==> src/sv/pms_pkg.sv <==
// Shared types, codes and constants for the proximity motor supervisor.
// Used by pms_duty, pms_ctrl, pms_datapath and the top level.
`timescale 1ns / 1ps
`default_nettype none

package pms_pkg;

	// Field and register widths
	localparam int unsigned TIME_W     = 32;
	localparam int unsigned PERIOD_W   = 27;
	localparam int unsigned TRIG_W     = 16;
	localparam int unsigned ADC_W      = 16;
	localparam int unsigned MODE_W     = 2;
	localparam int unsigned CODE_W     = 3;
	localparam int unsigned ZONE_W     = 2;
	localparam int unsigned CFG_IDX_W  = 3;
	localparam int unsigned CFG_DATA_W = 32;

	// Configuration register indexes
	localparam logic [CFG_IDX_W-1:0] REG_MOTOR_PERIOD     = 3'd0;
	localparam logic [CFG_IDX_W-1:0] REG_NEAR_LIMIT       = 3'd1;
	localparam logic [CFG_IDX_W-1:0] REG_FAR_LIMIT        = 3'd2;
	localparam logic [CFG_IDX_W-1:0] REG_BUZZ_NEAR_PERIOD = 3'd3;
	localparam logic [CFG_IDX_W-1:0] REG_BUZZ_FAR_PERIOD  = 3'd4;
	localparam logic [CFG_IDX_W-1:0] REG_TRIGGER_HIGH     = 3'd5;

	// Configuration reset values
	localparam logic [PERIOD_W-1:0] MOTOR_PERIOD_RST     = 27'd166666;
	localparam logic [TIME_W-1:0]   NEAR_LIMIT_RST       = 32'd37000;
	localparam logic [TIME_W-1:0]   FAR_LIMIT_RST        = 32'd111000;
	localparam logic [TIME_W-1:0]   BUZZ_NEAR_PERIOD_RST = 32'd300000;
	localparam logic [TIME_W-1:0]   BUZZ_FAR_PERIOD_RST  = 32'd1000000;
	localparam logic [TRIG_W-1:0]   TRIGGER_HIGH_RST     = 16'd15000;

	// Item kinds
	localparam logic [MODE_W-1:0] MODE_ECHO_START = 2'd0;
	localparam logic [MODE_W-1:0] MODE_ECHO_END   = 2'd1;
	localparam logic [MODE_W-1:0] MODE_BUTTON     = 2'd2;
	localparam logic [MODE_W-1:0] MODE_TICK       = 2'd3;

	// Button codes
	localparam logic [CODE_W-1:0] BTN_RESET = 3'd1;
	localparam logic [CODE_W-1:0] BTN_MODE  = 3'd2;
	localparam logic [CODE_W-1:0] BTN_PAUSE = 3'd4;

	// Zones
	localparam logic [ZONE_W-1:0] ZONE_CLEAR  = 2'd0;
	localparam logic [ZONE_W-1:0] ZONE_SLOW   = 2'd1;
	localparam logic [ZONE_W-1:0] ZONE_ESTOP  = 2'd2;
	localparam logic [ZONE_W-1:0] ZONE_PAUSED = 2'd3;

	// Motor duty: 34 + floor(adc*12/10000) percent of the period
	localparam int unsigned DUTY_W    = 7;
	localparam logic [DUTY_W-1:0] DUTY_BASE = 7'd34;
	// floor(3*adc/2500) as (3*adc * ceil(2^30/2500)) >> 30, exact for 18-bit inputs
	localparam int unsigned ADC_X3_W      = ADC_W + 2;
	localparam int unsigned ADC_RECIP_W   = 19;
	localparam logic [ADC_RECIP_W-1:0] ADC_RECIP = 19'd429497;
	localparam int unsigned ADC_SHIFT     = 30;
	localparam int unsigned ADC_PROD_W    = ADC_X3_W + ADC_RECIP_W;
	// floor(p/100) as floor((p>>2)/25), then (u * ceil(2^36/25)) >> 36, exact for 32-bit u
	localparam int unsigned PROD_W        = PERIOD_W + DUTY_W;
	localparam logic [TIME_W-1:0] PCT_RECIP = 32'd2748779070;
	localparam int unsigned PCT_SHIFT     = 36;
	localparam int unsigned PCT_PROD_W    = 2 * TIME_W;
	localparam int unsigned QUOT_W        = PCT_PROD_W - PCT_SHIFT;

	typedef enum logic [2:0] {
		ST_IDLE,
		ST_MUL1,
		ST_MUL2,
		ST_MUL3,
		ST_COMMIT
	} ctrl_state_t;

	typedef struct packed {
		logic load;
		logic commit;
	} pms_cmd_t;

	typedef struct packed {
		logic in_tick;
		logic slot_free;
	} pms_sts_t;

endpackage

`default_nettype wire

==> src/sv/proximity_motor_supervisor.sv <==
// Channel  | Direction | Handshake            | Payload
// ---------+-----------+----------------------+---------------------------------------------
// cfg      | in        | cfg_we               | cfg_index, cfg_data
// in       | in        | in_valid / in_ready  | mode, timestamp, button_code, adc_sample
// out      | out       | out_valid / out_ready| buzzer_period, buzzer_high, motor_high,
//          |           |                      | trigger_high_res, zone, motor_mode, reset_request
//
// Echo and button items go straight from accept to commit; a control tick first
// passes ST_MUL1, ST_MUL2 and ST_MUL3, set by the three registered multiplies of the motor duty unit.
// One item is in flight at a time; a new beat is accepted while a result waits.
// The commit waits while the previous result is still unclaimed by out_ready.
// Reset loads the default configuration and supervisor state; no clearing pass.
`timescale 1ns / 1ps
`default_nettype none

module proximity_motor_supervisor (
	input  wire logic                            clk,
	input  wire logic                            arst_n,
	input  wire logic                            cfg_we,
	input  wire logic [pms_pkg::CFG_IDX_W-1:0]   cfg_index,
	input  wire logic [pms_pkg::CFG_DATA_W-1:0]  cfg_data,
	input  wire logic                            in_valid,
	output logic                                 in_ready,
	input  wire logic [pms_pkg::MODE_W-1:0]      mode,
	input  wire logic [pms_pkg::TIME_W-1:0]      timestamp,
	input  wire logic [pms_pkg::CODE_W-1:0]      button_code,
	input  wire logic [pms_pkg::ADC_W-1:0]       adc_sample,
	output logic                                 out_valid,
	input  wire logic                            out_ready,
	output logic      [pms_pkg::TIME_W-1:0]      buzzer_period,
	output logic      [pms_pkg::TIME_W-1:0]      buzzer_high,
	output logic      [pms_pkg::TIME_W-1:0]      motor_high,
	output logic      [pms_pkg::TRIG_W-1:0]      trigger_high_res,
	output logic      [pms_pkg::ZONE_W-1:0]      zone,
	output logic                                 motor_mode,
	output logic                                 reset_request
);
	import pms_pkg::*;

	pms_cmd_t cmd;
	pms_sts_t sts;

	pms_ctrl u_ctrl (
		.clk      (clk),
		.arst_n   (arst_n),
		.in_valid (in_valid),
		.in_ready (in_ready),
		.sts      (sts),
		.cmd      (cmd)
	);

	pms_datapath u_datapath (
		.clk              (clk),
		.arst_n           (arst_n),
		.cfg_we           (cfg_we),
		.cfg_index        (cfg_index),
		.cfg_data         (cfg_data),
		.mode             (mode),
		.timestamp        (timestamp),
		.button_code      (button_code),
		.adc_sample       (adc_sample),
		.cmd              (cmd),
		.sts              (sts),
		.out_valid        (out_valid),
		.out_ready        (out_ready),
		.buzzer_period    (buzzer_period),
		.buzzer_high      (buzzer_high),
		.motor_high       (motor_high),
		.trigger_high_res (trigger_high_res),
		.zone             (zone),
		.motor_mode       (motor_mode),
		.reset_request    (reset_request)
	);

endmodule

`default_nettype wire

==> src/sv/pms_duty.sv <==
// Motor high-time unit: three-stage multiply chain for period*duty/100.
// Depends on pms_pkg for widths and reciprocal constants.
`timescale 1ns / 1ps
`default_nettype none

module pms_duty (
	input  wire logic                          clk,
	input  wire logic [pms_pkg::ADC_W-1:0]     adc_sample,
	input  wire logic [pms_pkg::PERIOD_W-1:0]  motor_period,
	output logic      [pms_pkg::TIME_W-1:0]    motor_high
);
	import pms_pkg::*;

	logic [ADC_X3_W-1:0]   adc_x3;
	logic [ADC_PROD_W-1:0] scale_prod;
	logic [DUTY_W-1:0]     duty_s1;
	logic [PROD_W-1:0]     period_prod_s2;
	logic [PCT_PROD_W-1:0] pct_prod;
	logic [QUOT_W-1:0]     quot_s3;

	assign adc_x3     = {2'b00, adc_sample} + {1'b0, adc_sample, 1'b0};
	assign scale_prod = ADC_PROD_W'(adc_x3) * ADC_PROD_W'(ADC_RECIP);
	assign pct_prod   = PCT_PROD_W'(period_prod_s2[PROD_W-1:2]) * PCT_PROD_W'(PCT_RECIP);

	always_ff @(posedge clk) begin
		duty_s1        <= DUTY_BASE + scale_prod[ADC_PROD_W-1:ADC_SHIFT];
		period_prod_s2 <= PROD_W'(motor_period) * PROD_W'(duty_s1);
		quot_s3        <= pct_prod[PCT_PROD_W-1:PCT_SHIFT];
	end

	// 27-bit period times duty of at most 112 stays below 2^28 after /100: no saturation
	assign motor_high = TIME_W'(quot_s3);

endmodule

`default_nettype wire

==> src/sv/pms_ctrl.sv <==
// Sequencer for the supervisor: accepts one item, waits out the duty
// multiply chain on ticks and commits when the result slot is free. Uses pms_pkg.
`timescale 1ns / 1ps
`default_nettype none

module pms_ctrl (
	input  wire logic              clk,
	input  wire logic              arst_n,
	input  wire logic              in_valid,
	output logic                   in_ready,
	input  wire pms_pkg::pms_sts_t sts,
	output pms_pkg::pms_cmd_t      cmd
);
	import pms_pkg::*;

	ctrl_state_t state_q;
	ctrl_state_t state_d;

	always_ff @(posedge clk or negedge arst_n) begin
		if (!arst_n) begin
			state_q <= ST_IDLE;
		end else begin
			state_q <= state_d;
		end
	end

	always_comb begin
		state_d = state_q;
		unique case (state_q)
			ST_IDLE: begin
				if (in_valid) begin
					state_d = sts.in_tick ? ST_MUL1 : ST_COMMIT;
				end
			end
			ST_MUL1:   state_d = ST_MUL2;
			ST_MUL2:   state_d = ST_MUL3;
			ST_MUL3:   state_d = ST_COMMIT;
			ST_COMMIT: begin
				if (sts.slot_free) begin
					state_d = ST_IDLE;
				end
			end
			default:   state_d = ST_IDLE;
		endcase
	end

	always_comb begin
		in_ready   = 1'b0;
		cmd.load   = 1'b0;
		cmd.commit = 1'b0;
		unique case (state_q)
			ST_IDLE: begin
				in_ready = 1'b1;
				cmd.load = in_valid;
			end
			ST_COMMIT: cmd.commit = sts.slot_free;
			default: ;
		endcase
	end

	// a tick walks the full multiply chain before it may commit
	a_tick_chain: assert property (@(posedge clk) disable iff (!arst_n)
		(state_q == ST_IDLE && in_valid && sts.in_tick)
		|=> state_q == ST_MUL1 ##1 state_q == ST_MUL2 ##1 state_q == ST_MUL3)
		else $error("tick skipped a multiply stage");

endmodule

`default_nettype wire

==> src/sv/pms_datapath.sv <==
// Datapath: configuration registers, item capture, supervisor state that
// doubles as the result register, and the duty unit. Uses pms_pkg and pms_duty.
`timescale 1ns / 1ps
`default_nettype none

module pms_datapath (
	input  wire logic                            clk,
	input  wire logic                            arst_n,
	input  wire logic                            cfg_we,
	input  wire logic [pms_pkg::CFG_IDX_W-1:0]   cfg_index,
	input  wire logic [pms_pkg::CFG_DATA_W-1:0]  cfg_data,
	input  wire logic [pms_pkg::MODE_W-1:0]      mode,
	input  wire logic [pms_pkg::TIME_W-1:0]      timestamp,
	input  wire logic [pms_pkg::CODE_W-1:0]      button_code,
	input  wire logic [pms_pkg::ADC_W-1:0]       adc_sample,
	input  wire pms_pkg::pms_cmd_t               cmd,
	output pms_pkg::pms_sts_t                    sts,
	output logic                                 out_valid,
	input  wire logic                            out_ready,
	output logic      [pms_pkg::TIME_W-1:0]      buzzer_period,
	output logic      [pms_pkg::TIME_W-1:0]      buzzer_high,
	output logic      [pms_pkg::TIME_W-1:0]      motor_high,
	output logic      [pms_pkg::TRIG_W-1:0]      trigger_high_res,
	output logic      [pms_pkg::ZONE_W-1:0]      zone,
	output logic                                 motor_mode,
	output logic                                 reset_request
);
	import pms_pkg::*;

	// configuration
	logic [PERIOD_W-1:0] motor_period_q;
	logic [TIME_W-1:0]   near_limit_q;
	logic [TIME_W-1:0]   far_limit_q;
	logic [TIME_W-1:0]   buzz_near_q;
	logic [TIME_W-1:0]   buzz_far_q;
	logic [TRIG_W-1:0]   trigger_cfg_q;

	// captured item
	logic [MODE_W-1:0] item_mode_q;
	logic [TIME_W-1:0] item_ts_q;
	logic [CODE_W-1:0] item_code_q;
	logic [ADC_W-1:0]  item_adc_q;

	// supervisor state
	logic [TIME_W-1:0] echo_start_q, echo_start_d;
	logic [TIME_W-1:0] echo_width_q, echo_width_d;
	logic              paused_q, paused_d;
	logic              pending_q, pending_d;
	logic              motor_mode_q, motor_mode_d;
	logic [TIME_W-1:0] buzzer_period_q, buzzer_period_d;
	logic [TIME_W-1:0] buzzer_high_q, buzzer_high_d;
	logic [TIME_W-1:0] motor_high_q, motor_high_d;
	logic [TRIG_W-1:0] trigger_q, trigger_d;
	logic [ZONE_W-1:0] zone_q, zone_d;
	logic              req_q, req_d;
	logic              out_valid_q;

	logic [TIME_W-1:0] duty_time;

	pms_duty u_duty (
		.clk          (clk),
		.adc_sample   (item_adc_q),
		.motor_period (motor_period_q),
		.motor_high   (duty_time)
	);

	always_ff @(posedge clk or negedge arst_n) begin
		if (!arst_n) begin
			motor_period_q <= MOTOR_PERIOD_RST;
			near_limit_q   <= NEAR_LIMIT_RST;
			far_limit_q    <= FAR_LIMIT_RST;
			buzz_near_q    <= BUZZ_NEAR_PERIOD_RST;
			buzz_far_q     <= BUZZ_FAR_PERIOD_RST;
			trigger_cfg_q  <= TRIGGER_HIGH_RST;
		end else if (cfg_we) begin
			unique case (cfg_index)
				REG_MOTOR_PERIOD:     motor_period_q <= cfg_data[PERIOD_W-1:0];
				REG_NEAR_LIMIT:       near_limit_q   <= cfg_data[TIME_W-1:0];
				REG_FAR_LIMIT:        far_limit_q    <= cfg_data[TIME_W-1:0];
				REG_BUZZ_NEAR_PERIOD: buzz_near_q    <= cfg_data[TIME_W-1:0];
				REG_BUZZ_FAR_PERIOD:  buzz_far_q     <= cfg_data[TIME_W-1:0];
				REG_TRIGGER_HIGH:     trigger_cfg_q  <= cfg_data[TRIG_W-1:0];
				default: ;
			endcase
		end
	end

	always_ff @(posedge clk) begin
		if (cmd.load) begin
			item_mode_q <= mode;
			item_ts_q   <= timestamp;
			item_code_q <= button_code;
			item_adc_q  <= adc_sample;
		end
	end

	always_comb begin
		echo_start_d    = echo_start_q;
		echo_width_d    = echo_width_q;
		paused_d        = paused_q;
		pending_d       = pending_q;
		motor_mode_d    = motor_mode_q;
		buzzer_period_d = buzzer_period_q;
		buzzer_high_d   = buzzer_high_q;
		motor_high_d    = motor_high_q;
		trigger_d       = trigger_q;
		zone_d          = zone_q;
		req_d           = 1'b0;
		unique case (item_mode_q)
			MODE_ECHO_START: echo_start_d = item_ts_q;
			MODE_ECHO_END:   echo_width_d = item_ts_q - echo_start_q;
			MODE_BUTTON: begin
				motor_high_d = '0;
				case (item_code_q)
					BTN_RESET: begin
						req_d           = 1'b1;
						buzzer_period_d = '0;
						buzzer_high_d   = buzz_far_q >> 1;
						trigger_d       = trigger_cfg_q;
					end
					BTN_MODE:  pending_d = 1'b1;
					BTN_PAUSE: begin
						paused_d  = !paused_q;
						trigger_d = paused_q ? trigger_cfg_q : '0;
					end
					default: ;
				endcase
			end
			MODE_TICK: begin
				if (paused_q) begin
					buzzer_period_d = '0;
					zone_d          = ZONE_PAUSED;
				end else if (echo_width_q < near_limit_q) begin
					// estop: motor off, mode machine holds
					buzzer_period_d = buzz_near_q;
					buzzer_high_d   = buzz_near_q >> 1;
					motor_high_d    = '0;
					zone_d          = ZONE_ESTOP;
				end else begin
					if (echo_width_q < far_limit_q) begin
						buzzer_period_d = buzz_far_q;
						buzzer_high_d   = buzz_far_q >> 1;
						zone_d          = ZONE_SLOW;
					end else begin
						buzzer_period_d = '0;
						zone_d          = ZONE_CLEAR;
					end
					if (motor_mode_q) begin
						motor_high_d = duty_time;
						if (pending_q) begin
							motor_mode_d = 1'b0;
							pending_d    = 1'b0;
						end
					end else if (pending_q) begin
						motor_mode_d = 1'b1;
						pending_d    = 1'b0;
					end
				end
			end
			default: ;
		endcase
	end

	// state only advances on commit, so it also serves as the held result beat
	always_ff @(posedge clk or negedge arst_n) begin
		if (!arst_n) begin
			echo_start_q    <= '0;
			echo_width_q    <= '0;
			paused_q        <= 1'b0;
			pending_q       <= 1'b0;
			motor_mode_q    <= 1'b0;
			buzzer_period_q <= '0;
			buzzer_high_q   <= BUZZ_FAR_PERIOD_RST >> 1;
			motor_high_q    <= '0;
			trigger_q       <= TRIGGER_HIGH_RST;
			zone_q          <= ZONE_CLEAR;
			req_q           <= 1'b0;
			out_valid_q     <= 1'b0;
		end else begin
			if (cmd.commit) begin
				echo_start_q    <= echo_start_d;
				echo_width_q    <= echo_width_d;
				paused_q        <= paused_d;
				pending_q       <= pending_d;
				motor_mode_q    <= motor_mode_d;
				buzzer_period_q <= buzzer_period_d;
				buzzer_high_q   <= buzzer_high_d;
				motor_high_q    <= motor_high_d;
				trigger_q       <= trigger_d;
				zone_q          <= zone_d;
				req_q           <= req_d;
				out_valid_q     <= 1'b1;
			end else if (out_ready) begin
				out_valid_q <= 1'b0;
			end
		end
	end

	assign sts.in_tick   = (mode == MODE_TICK);
	assign sts.slot_free = !out_valid_q || out_ready;

	assign out_valid        = out_valid_q;
	assign buzzer_period    = buzzer_period_q;
	assign buzzer_high      = buzzer_high_q;
	assign motor_high       = motor_high_q;
	assign trigger_high_res = trigger_q;
	assign zone             = zone_q;
	assign motor_mode       = motor_mode_q;
	assign reset_request    = req_q;

	a_hold_waiting: assert property (@(posedge clk) disable iff (!arst_n)
		(out_valid_q && !out_ready)
		|=> $stable({buzzer_period_q, buzzer_high_q, motor_high_q, trigger_q,
			zone_q, motor_mode_q, req_q}))
		else $error("state changed under a waiting result");

	a_estop_motor_off: assert property (@(posedge clk) disable iff (!arst_n)
		(zone_q == ZONE_ESTOP) |-> (motor_high_q == '0))
		else $error("motor running in estop zone");

	a_req_only_reset: assert property (@(posedge clk) disable iff (!arst_n)
		(cmd.commit && !(item_mode_q == MODE_BUTTON && item_code_q == BTN_RESET))
		|=> !req_q)
		else $error("reset request on a non-reset item");

endmodule

`default_nettype wire
==> config.mk <==
export PLATFORM = sky130hd
export DESIGN_NAME = proximity_motor_supervisor
export DESIGN_NICKNAME = d
export VERILOG_FILES = /design/src/sv/pms_pkg.sv /design/src/sv/proximity_motor_supervisor.sv /design/src/sv/pms_duty.sv /design/src/sv/pms_ctrl.sv /design/src/sv/pms_datapath.sv
export SDC_FILE = /design/constraint.sdc
export NUM_CORES = 2
export LEC_CHECK = 0
export ABC_AREA = 1
export ABC_CLOCK_PERIOD_IN_PS = 7900
export BUFFER_PORTS_ARGS = -buffer_cell sky130_fd_sc_hd__clkbuf_2
export CAP_MARGIN = 0
export CORE_MARGIN = 2
export CORE_UTILIZATION = 65
export CTS_BUF_LIST = sky130_fd_sc_hd__clkbuf_8
export CTS_CLUSTER_SIZE = 20
export DETAILED_ROUTE_END_ITERATION = 10
export PLACE_DENSITY = 0.91
export RECOVER_POWER = 50
export SYNTH_ARGS = -nofsm -noshare
export SYNTH_HDL_FRONTEND = slang
export SYNTH_SLANG_ARGS = --single-unit
export TNS_END_PERCENT = 5
==> constraint.sdc <==
create_clock -name clk -period 7.9 [get_ports clk]
set_clock_uncertainty 0.1 [all_clocks]
set_input_delay 1.185 -clock clk [delete_from_list [all_inputs] [get_ports clk]]
set_output_delay 1.185 -clock clk [all_outputs]
set_load 0.02 [all_outputs]
==> qor_table.md <==
| Metric | Reported |
|---|---|
| Result of the run | finished, violations left |
| Violations in the final reports | capacitance limit, slew limit |
| Via Count | 40,180 |
| WP data required | 8.44 ns |
| Top_reg_cell synth | sky130_fd_sc_hd__dfrtp_1 |
| Register area share after synthesis | 23.35% |
| Vertical die dimension | 282.9 µm |
| Crit start category | flip-flop |
| Share of post-route cells with drive strength above 1 | 7.308% |
| Wire length of the first global-routing pass | 221,800 µm |
| Kind of critical path | reg -> reg |
| Post-synthesis compound-gate area fraction | 8.256% |
| Arithmetic-cell share of the synthesized area counting full adders, half adders and majority gates | 42.63% |
| Initial antenna violation count | 3 |
| Unrepaired setup endpoints after global routing | no |
| Worst relative slew slack | -166.4% |
| Crit path time final | 7.452 ns |
| Average via count per standard cell | 5.689 |
| Number of flops mapped to enable cells by yosys | 53 |
| Yosys reg bits | 472 |
| Initial Util | 65.50% |
| Mux cell area share after synthesis | 0.02227% |
| Most repeated cell in the gate-level netlist after synthesis | sky130_fd_sc_hd__inv_1 |
| Number of buffer and inverter stages on the critical path | 5 |
| Via count of the first global-routing pass | 42,360 |
| Area growth from synthesis to layout | 7.543% |
| Type of the tightest min-delay check | reg -> reg |
| Number of pins exceeding their max-slew limit in the final report | 473 |
| Most area-consuming cells after synthesis | sky130_fd_sc_hd__fa_1 25%, sky130_fd_sc_hd__ha_1 17%, sky130_fd_sc_hd__dfrtp_1 15%, sky130_fd_sc_hd__inv_1 9.4%, sky130_fd_sc_hd__nand2_1 8.5% |
| Pin count of the biggest net entering global routing | 150 |
| GPL Wtd Cong | 1.012 |
| Share of the synthesized netlist area taken by xor and xnor gates | 1.680% |
| Cell type with the highest occurrence count on the critical path | sky130_fd_sc_hd__nand2_1 |
| Critical path's largest stage delay | 0.61 ns |
| Io pins | 211 |
| Aggregate global-route resource usage | 35.03% |
| Share of the synthesized area in the top cell type | 25.33% |
| Upper clock frequency limit | 134.2 MHz |
| Arrival time reported for the critical path endpoint | 7.99 ns |
| Finished Layout Cells | 7,062 |
| Slowest CP cell | sky130_fd_sc_hd__fa_2 |
| Mean cell area of the mapped netlist | 8.774 µm² |
| Number of cells in the design after placement | 6,912 |
| HPWL after DPL | 111,600 µm |
| Antenna-violating nets left | 0 |
| Syn Inst Count | 5,764 |
| Number of failing hold endpoints at the final stage | 0 |
| Total routed wirelength | 137,400 µm |
| Post-layout worst setup margin | 0.4481 ns |
| Worst-margin pin slew | 3.996 ns |
| CP Capture Type | flip-flop |
| Overflow left after global routing | 0 |
| Violation count after the first detailed-route iteration | 3,310 |
| Synth warn | 0 |
| Post-place setup slack | 0.2305 ns |
| Clock transition at the registers of the reported paths | 0.06 ns |
| Commonest cells in the netlist | 1,266 x sky130_fd_sc_hd__inv_1, 1,149 x sky130_fd_sc_hd__nand2_1, 699 x sky130_fd_sc_hd__ha_1 |
| Cell type with the highest aggregate area in the netlist | sky130_fd_sc_hd__fa_1 |
| Peak fanout along the critical path | 4 |
| Worst skew pair latency | 0.72 ns |
| Number of sinks driven by the clock tree | 472 |
| Mean routed wirelength per cell | 19.45 µm |
| Simple-gate share of the synthesized area | 13.38% |
| IO Port Bufs | 205 |
| Number of nets in the layout | 7,387 |
| Count of final setup violators | 0 |
| Post-synth ARST share | 74.58% |
| Dominant delay contributor by cell family on the critical path | adder cells |
| DRC violation count after routing | 0 |
| Placeable core region | 77,210 µm² |
| Largest family of logic cells by synthesized area | adder cells |
| Floorplan die area | 80,050 µm² |
| Maximum number of buffers from clock root to sink | 3 |
| Core Util, Final | 70.44% |
| Netlist Area Pre-Place | 50,570 µm² |
| Aggregate negative setup slack | 0 ns |
| Width of the die | 282.9 µm |
| Drt pass-1 iters | 6 |
| Number of maximum-capacitance violations | 8 |
| Number of clock buffers inserted by TritonCTS | 80 |
| Total number of placement rows | 102 |
| Clock tree from TritonCTS | yes |
| Fraction of the cycle the final worst path needs | 94.33% |
| Count of different cell masters after synthesis | 51 |
| Level count of the clock H-tree | 3 |
| Clk Tree Root Cell | sky130_fd_sc_hd__clkbuf_8 |
[state kept, by name (all words and copies together), names as in the netlist, 16 cells and up]
register / cells
u_datapath.echo_width_q: 32
u_datapath.motor_high: 28
u_datapath.trigger_cfg_q: 16
u_datapath.near_limit_q: 32
u_datapath.buzz_far_q: 32
u_datapath.echo_start_q: 32
u_datapath.u_duty.period_prod_s2: 32
u_datapath.motor_period_q: 27
u_datapath.u_duty.quot_s3: 28
u_datapath.item_adc_q: 16
u_datapath.trigger_high_res: 16
u_datapath.item_ts_q: 32
u_datapath.buzzer_period: 32
u_datapath.buzzer_high: 31
u_datapath.far_limit_q: 32
u_datapath.buzz_near_q: 32
[kinds of logic (layout without fill, tap and decap cells)]
group	count (synthesis)	count (layout)
and+or+nand+nor	1674	1674
xor gates and xnor gates	97	97
DFF	472	472
adders and majority gates	1339	1339
muxes	1	1
AOI/OAI and AO/OA	773	773
other	1	6
buffers and inverters	1407	1660
[metrics by stage]
stage | area, µm² | hold WS, ns
finish | 54390 | 0.3498
global route | 54390 | 0.3696
CTS | 54390 | 0.3143
detailed placement | 52620 | 0.3514
global placement | 52620 | 0.3374
floorplan | 50590 | 0.3266
[cell type report]
cell class / count / area [µm²]
Fill cell: 5734 / 22820
Multi-Input combinational cell: 3889 / 33470
Inverter: 1269 / 4763
Antenna cell: 1 / 2.502
Tap cell: 1040 / 1301
Sequential cell: 472 / 11810
Timing Repair Buffer: 243 / 1272
Clock inverter: 48 / 391.6
Clock buffer: 100 / 1376
[per-layer routing]
layer | vias to the layer above | GRT usage, % | part of all wire (%)
met4 | 6 | 18.13 | 6.0
met2 | 1760 | 57.89 | 47
met1 | 19580 | 44.79 | 39
met3 | 478 | 5.556 | 7.3
met5 | - | 0 | 0.028
li1 | 18360 | - | -
[repair_timing]
action / in CTS / in global routing
resized for setup: 0 / 14
hold buffers: 0 / 0
endpoints found under the setup margin: 0 / 4
setup buffers: 0 / 1
[cell usage in the layout, fill, tap and decap left out, drive strengths merged, types with 8 or more instances in the layout]
cell	Yosys	layout
nand3b	14	14
nand3	133	133
o21ai	402	402
inv	1268	1288
xnor2	31	31
clkbuf	111	312
a21o	27	27
dfxtp	67	67
nor3	40	40
ha	699	699
o21a	10	10
dfrtp	297	297
fa	640	640
edfxtp	53	53
nor2	258	258
a21oi	252	252
nor4	8	8
o21bai	23	23
nand4	53	53
a31oi	28	28
xor2	66	66
buf	27	31
clkinv	1	25
or2	10	10
nand2	1151	1151
dfstp	55	55
[path summary, 6_finish.rpt]
path	slack [ns]	start	cells past startpoint	to
max in group asynchronous	1.38	arst_n	2	u_datapath.motor_high[17]
setup / recovery	0.45	u_datapath.item_adc_q[0]	36	u_datapath.u_duty.duty_s1[5]
hold / removal	0.35	u_datapath.u_duty.quot_s3[21]	2	u_datapath.motor_high[21]
min in group asynchronous	1.75	arst_n	1	u_datapath.buzz_near_q[28]
hold reg to reg	0.35	u_datapath.u_duty.quot_s3[21]	2	u_datapath.motor_high[21]
setup reg to reg	0.45	u_datapath.item_adc_q[0]	36	u_datapath.u_duty.duty_s1[5]
[worst register-to-register path, delay by kind of cell (launching register included)]
| family | cells | cell delay, ns |
|---|---|---|
| AOI/OAI and AO/OA | 7 | 1.10 |
| xor gates and xnor gates | 1 | 0.27 |
| adders and majority gates | 10 | 4.00 |
| buffers and inverters | 5 | 0.26 |
| DFF | 1 | 0.39 |
| and+or+nand+nor | 13 | 1.29 |
Power is left out: the tool's default activity adds up to more than one toggle a clock period on the data nets, which glitch-free logic cannot reach.
